### src/hw/rtl/top_k_logit_selector_macros.svh
// ----------------------------------------------------------------------------
// top_k_logit_selector_macros
// Assertion macros for the top-K logit selector.
// ----------------------------------------------------------------------------
`ifndef TOP_K_LOGIT_SELECTOR_MACROS_SVH
`define TOP_K_LOGIT_SELECTOR_MACROS_SVH
`ifndef SYNTHESIS
`define TKS_ASSERT(label, cond) \
    label: assert property (@(posedge clk) disable iff (!rst_n) (cond)) \
        else $error("assertion failed");
`define TKS_ASSERT_IMPL(label, pre, post) \
    label: assert property (@(posedge clk) disable iff (!rst_n) (pre) |-> (post)) \
        else $error("assertion failed");
`else
`define TKS_ASSERT(label, cond)
`define TKS_ASSERT_IMPL(label, pre, post)
`endif
`endif

### src/hw/rtl/tks_pkg.sv
// ----------------------------------------------------------------------------
// tks_pkg
// Shared constants and the float ordering key for the top-K selector.
// ----------------------------------------------------------------------------
package tks_pkg;
    localparam int RankW  = 4;
    localparam int IndexW = 18;
    localparam int ValueW = 32;

    function automatic logic [31:0] order_key(input logic [31:0] bits);
        logic [31:0] key;
        if (bits[30:0] > 31'h7F800000)
        begin
            key = 32'h0;
        end
        else if (bits[30:0] == 31'h0)
        begin
            key = 32'h80000000;
        end
        else if (bits[31])
        begin
            key = ~bits;
        end
        else
        begin
            key = bits | 32'h80000000;
        end
        return key;
    endfunction
endpackage

### src/hw/rtl/top_k_logit_selector.sv
// ----------------------------------------------------------------------------
// top_k_logit_selector
// Streaming selection of the TOP_K largest single-precision logits.
// ----------------------------------------------------------------------------
// One logit item is accepted per cycle while ready is high. Each item is
// registered, then inserted into a TOP_K-entry sorted list by a parallel
// compare-and-shift. After the last item the sorted list is copied into a
// result buffer, which emits TOP_K result items, one per cycle while
// out_ready is high, as the next vector streams in. A last item that reaches
// the insertion stage while the buffer still holds results waits there, and
// input stalls, until the edge after the final rank of the earlier vector is
// taken. Rank 0 is offered once the last item is flushed to the buffer.
`include "top_k_logit_selector_macros.svh"
module top_k_logit_selector #(
    parameter int TOP_K     = 10,
    parameter int MAX_VOCAB = 262144
) (
    input  logic                        clk,
    input  logic                        rst_n,
    input  logic [tks_pkg::ValueW-1:0]  value_bits,
    input  logic                        last,
    input  logic                        valid,
    output logic                        ready,
    output logic [tks_pkg::RankW-1:0]   rank,
    output logic [tks_pkg::IndexW-1:0]  token_index,
    output logic [tks_pkg::ValueW-1:0]  top_value_bits,
    output logic                        valid_res,
    output logic                        nonfinite,
    output logic                        too_long,
    output logic                        last_result,
    output logic                        out_valid,
    input  logic                        out_ready
);
    import tks_pkg::*;

    localparam int CntW = $clog2(MAX_VOCAB + 1);
    localparam int KW   = (TOP_K > 1) ? $clog2(TOP_K) : 1;
    localparam logic [CntW-1:0] MaxCnt  = CntW'(MAX_VOCAB);
    localparam logic [CntW-1:0] MaxIdx  = CntW'(MAX_VOCAB - 1);
    localparam logic [KW-1:0]   LastK   = KW'(TOP_K - 1);

    logic                  in_vld_reg;
    logic [ValueW-1:0]     in_bits_reg;
    logic [CntW-1:0]       in_idx_reg;
    logic                  in_last_reg;
    logic [CntW-1:0]       count_reg;
    logic                  nf_reg;
    logic                  ovf_reg;

    logic [ValueW-1:0]     kv_reg [TOP_K];
    logic [CntW-1:0]       ki_reg [TOP_K];
    logic [TOP_K-1:0]      kval_reg;
    logic [ValueW-1:0]     kv_next [TOP_K];
    logic [CntW-1:0]       ki_next [TOP_K];
    logic [TOP_K-1:0]      kval_next;
    logic [TOP_K-1:0]      beats;

    logic [ValueW-1:0]     ov_reg [TOP_K];
    logic [CntW-1:0]       oi_reg [TOP_K];
    logic [TOP_K-1:0]      oval_reg;
    logic                  onf_reg;
    logic                  oovf_reg;
    logic                  obusy_reg;
    logic [KW-1:0]         optr_reg;

    logic accept;
    logic blocked;
    logic advance;
    logic flush;
    logic out_fire;
    logic out_done;
    logic [31:0] new_key;

    assign out_fire = obusy_reg && out_ready;
    assign out_done = out_fire && (optr_reg == LastK);
    // A pending flush needs the buffer free; stall input while it is blocked.
    assign blocked  = in_vld_reg && in_last_reg && obusy_reg;
    assign advance  = in_vld_reg && !blocked;
    assign flush    = advance && in_last_reg;
    assign ready    = !blocked;
    assign accept   = valid && ready;
    assign new_key  = order_key(in_bits_reg);

    always_comb
    begin
        for (int i = 0; i < TOP_K; i++)
        begin
            beats[i] = !kval_reg[i] || (order_key(kv_reg[i]) < new_key);
        end
        for (int i = 0; i < TOP_K; i++)
        begin
            kv_next[i]   = kv_reg[i];
            ki_next[i]   = ki_reg[i];
            kval_next[i] = kval_reg[i];
            if (beats[i])
            begin
                if (i == 0 || !beats[(i == 0) ? 0 : i - 1])
                begin
                    kv_next[i]   = in_bits_reg;
                    ki_next[i]   = in_idx_reg;
                    kval_next[i] = 1'b1;
                end
                else
                begin
                    kv_next[i]   = kv_reg[(i == 0) ? 0 : i - 1];
                    ki_next[i]   = ki_reg[(i == 0) ? 0 : i - 1];
                    kval_next[i] = kval_reg[(i == 0) ? 0 : i - 1];
                end
            end
        end
    end

    always_ff @(posedge clk or negedge rst_n)
    begin
        if (!rst_n)
        begin
            in_vld_reg <= 1'b0;
            count_reg  <= '0;
            nf_reg     <= 1'b0;
            ovf_reg    <= 1'b0;
            kval_reg   <= '0;
            obusy_reg  <= 1'b0;
            optr_reg   <= '0;
            onf_reg    <= 1'b0;
            oovf_reg   <= 1'b0;
            oval_reg   <= '0;
        end
        else
        begin
            in_vld_reg <= accept || blocked;
            if (accept)
            begin
                if (last)
                begin
                    count_reg <= '0;
                end
                else if (count_reg != MaxCnt)
                begin
                    count_reg <= count_reg + CntW'(1);
                end
            end
            if (advance)
            begin
                if (in_last_reg)
                begin
                    kval_reg <= '0;
                    nf_reg   <= 1'b0;
                    ovf_reg  <= 1'b0;
                    oval_reg <= kval_next;
                    onf_reg  <= nf_reg || (in_bits_reg[30:23] == 8'hFF);
                    oovf_reg <= ovf_reg || (in_idx_reg == MaxCnt);
                end
                else
                begin
                    kval_reg <= kval_next;
                    nf_reg   <= nf_reg || (in_bits_reg[30:23] == 8'hFF);
                    ovf_reg  <= ovf_reg || (in_idx_reg == MaxCnt);
                end
            end
            if (flush)
            begin
                obusy_reg <= 1'b1;
                optr_reg  <= '0;
            end
            else if (out_done)
            begin
                obusy_reg <= 1'b0;
            end
            else if (out_fire)
            begin
                optr_reg <= optr_reg + KW'(1);
            end
        end
    end

    always_ff @(posedge clk)
    begin
        if (accept)
        begin
            in_bits_reg <= value_bits;
            in_idx_reg  <= count_reg;
            in_last_reg <= last;
        end
        if (advance)
        begin
            kv_reg <= kv_next;
            ki_reg <= ki_next;
        end
        if (flush)
        begin
            ov_reg <= kv_next;
            oi_reg <= ki_next;
        end
    end

    logic [CntW-1:0] sel_idx;
    assign sel_idx        = (oi_reg[optr_reg] == MaxCnt) ? MaxIdx : oi_reg[optr_reg];
    assign out_valid      = obusy_reg;
    assign rank           = RankW'(optr_reg);
    assign valid_res      = oval_reg[optr_reg];
    assign token_index    = valid_res ? IndexW'(sel_idx) : '0;
    assign top_value_bits = valid_res ? ov_reg[optr_reg] : '0;
    assign nonfinite      = onf_reg;
    assign too_long       = oovf_reg;
    assign last_result    = (optr_reg == LastK);

    `TKS_ASSERT_IMPL(a_no_flush_busy, flush, !obusy_reg)
    `TKS_ASSERT_IMPL(a_rank0_first, $rose(obusy_reg), optr_reg == '0)
    `TKS_ASSERT_IMPL(a_ptr_range, obusy_reg, optr_reg <= LastK)
    `TKS_ASSERT_IMPL(a_valid_prefix, obusy_reg && valid_res && optr_reg != '0, oval_reg[optr_reg - KW'(1)])
endmodule

### config.mk
export PLATFORM = sky130hd
export DESIGN_NAME = top_k_logit_selector
export DESIGN_NICKNAME = d
export VERILOG_FILES = /design/src/hw/rtl/tks_pkg.sv /design/src/hw/rtl/top_k_logit_selector.sv
export VERILOG_INCLUDE_DIRS = /design/src /design/src/hw/rtl
export SDC_FILE = /design/constraint.sdc
export NUM_CORES = 2
export LEC_CHECK = 0
export BUFFER_PORTS_ARGS = -buffer_cell sky130_fd_sc_hd__buf_2
export CORE_MARGIN = 2
export CORE_UTILIZATION = 45
export CTS_CLUSTER_DIAMETER = 50
export DETAILED_ROUTE_END_ITERATION = 6
export PLACE_DENSITY = 0.57
export SETUP_SLACK_MARGIN = 0.5
export SLEW_MARGIN = 15
export SYNTH_ARGS = -nofsm -noshare
export SYNTH_HDL_FRONTEND = slang
export SYNTH_SLANG_ARGS = --single-unit
### constraint.sdc
create_clock -name clk -period 29.9 [get_ports clk]
set_input_delay 4.485 -clock clk [delete_from_list [all_inputs] [get_ports clk]]
set_output_delay 4.485 -clock clk [all_outputs]
set_load 0.02 [all_outputs]
==> metrics.txt <==
syn_nets around 5600; Worst Setup Path Type reg2out; PnR Total Power 8.96 mW; fin util about 50%; max-cap viol count 0; largest area contributor in the netlist edfxtp_1; count leader, synth edfxtp_1; Die ar. ~0.14 sq mm; placed inst area approximately 0.064 sq mm; HP Class reg2reg; CP endpoint kind primary output; dpl hpwl 136 mm; initial cell density of the core 45.2%; status finished clean; via count around 44000; Area growth syn-to-layout 10.8%; Avg Cell Area, Syn 11.7 sq um; Synth cell types 71; Hold Fails Final Rpt 0; Post-synth EDFFs 1072; Reg clk slew, reported paths 60 ps; critical path startpoint category flip-flop; pwr dens 131 mW/mm^2; relative slew slack 13.2%; vias in the first global route around 43000; Critical Path End token_index[9]; worst-path maximum fanout 44; Async SR Flop Fraction 4.37%; ranking of synthesized cells by area edfxtp_1, ha_1, mux2i_1; Achievable Freq roughly 0.097 GHz; Worst R2R End oi_reg[133]; Setup Skew 56.6 ps; min cycle time layout 10280 ps; Chip Width 375 microns; nets 5583; clk sinks roughly 1100; largest net degree at the start of global routing 134; Die H approximately 370 microns; antenna-violating nets left 0; CTS tree built; R2R depth 17; vias per inst slightly above 6; worst slew pin tran 1290 ps; r2r setup slk 21480 ps; CTS resizes 0; Pre-antenna DRT Iters 6; Critical Path RT roughly 25000 ps; final setup TNS 0 ps; GRT Util Overall 29.3%; CORE AREA 0.137 sq mm; CTS root buffer clkbuf_16; number of remaining DRC errors 0; Longest Clk Path Bufs 3; global-route wire length before repair 302 mm; dominant synthesized flop cell edfxtp_1; grt total ovfl 0; Setup-failing EPs final 0; H-tree Lvls 4; Final Wtd Congestion 0.946; buffers added on ports 96; Static Leak 25.8 nW; Post-Syn Area 0.0619 sq mm; share of cells above drive strength 1 11.4%; Num CTS Buffers 142; RSZ-0062 raised after global routing false; Setup WS post-layout between 15000 and 20000 ps; DRT iter0 DRCs 4998; Arr. time, crit path 5800 ps; Hold Buf Count CTS 0; Yosys top cell area share 52.0%; final instance area 0.0686 sq mm; DP Worst Slack 20450 ps; Critical path origin rank[1]; Max VDD drop 0.107 mV; worst r2r src in_bits_reg[19]; Yosys reg bits 1121; fin crit share 34.4%; post-synthesis sequential area ratio 54.0%; Synth top cells by count edfxtp_1, nor2_1, a21oi_1, nand2_1, mux2i_1; wire per inst about 29 microns; total routed wirelength approximately 210 mm; setup bufs post-CTS 0; initial antenna violation count 3; Synthesis Warnings 0; Slew Viols, Final 0; I/O pins 97; std cell rows roughly 140; cell count after synthesis 5268; Worst-Skew Late Latency between 800 and 900 ps
critical path, stage by stage, from the launching register on:
cell,delay (ps)
dfrtp_4,860
buf_4,750
buf_4,750
nor2_2,320
buf_4,300
a22oi_1,170
a2bb2oi_1,600
nand4_1,220
nor3_2,590
o21a_1,190
buf_2,160
cell type report:
cell class	count	area (sq um)
repair buffers	191	1260
fillers	12100	68400
clock buffers	168	3680
well taps	1794	2240
diodes	1	2.50
multi-input cells	3755	26900
inverters	21	95.1
clock inverters	85	931
flip-flops and latches	1121	33400
logic make-up after synthesis:
group | after synthesis | share of synthesized area, %
and+or+nand+nor | 1449 | 10.1
DFF | 1121 | 54.0
AOI/OAI and AO/OA | 1040 | 9.82
muxes | 598 | 12.0
buffers and inverters | 392 | 2.74
xor gates and xnor gates | 354 | 5.01
adders and majority gates | 314 | 6.35
layer usage:
layer	part of all wire, %	vias up	global-route usage [%]
met5	0.012	-	0
met4	3.8	4	10.7
met3	8.0	410	5.19
met2	46	2022	46.1
met1	42	22200	40.6
li1	-	19600	-
power breakdown:
group          total [mW]  internal (mW)  switching (mW)
combinational        4.09           1.57            2.53
clock                1.67          0.939           0.733
sequential           3.20           2.65           0.548
total                8.96           5.15            3.81
per-stage QoR:
| stage | hold WS (ps) | instances |
|---|---|---|
| 6_report | 470 | 7136 |
| 3_3_place_gp | 449 | 6882 |
| 3_5_place_dp | 460 | 6882 |
| 5_1_grt | 508 | 7135 |
| 2_1_floorplan | 430 | 5268 |
| 4_1_cts | 473 | 7135 |
cells in the final DEF, fill, tap and decap left out, types with 55 or more instances in the layout:
| cell type | netlist | final |
|---|---|---|
| ha_1 | 314 | 314 |
| edfxtp_1 | 1072 | 1072 |
| nor2_1 | 677 | 674 |
| buf_2 | 71 | 96 |
| mux2i_1 | 373 | 373 |
| mux2_1 | 55 | 55 |
| clkbuf_16 | 0 | 143 |
| buf_4 | 16 | 90 |
| mux4_2 | 104 | 104 |
| a21oi_1 | 484 | 484 |
| nand4_1 | 85 | 85 |
| o21ai_1 | 138 | 138 |
| nor4_1 | 92 | 92 |
| nand2_1 | 442 | 442 |
| xnor2_1 | 305 | 305 |
| o21ai_0 | 110 | 110 |
| mux2_2 | 66 | 66 |
worst min-delay path by stage:
stage | start | endpoint | cells past startpoint
6_report | nonfinite | nonfinite | 2
3_5_place_dp | nonfinite | nonfinite | 2
2_1_floorplan | oval_reg[0] | oval_reg[0] | 1
5_1_grt | nonfinite | nonfinite | 2
4_1_cts | nonfinite | nonfinite | 2
3_3_place_gp | nonfinite | nonfinite | 2
No activity file was read; power rests on OpenSTA's default activity.
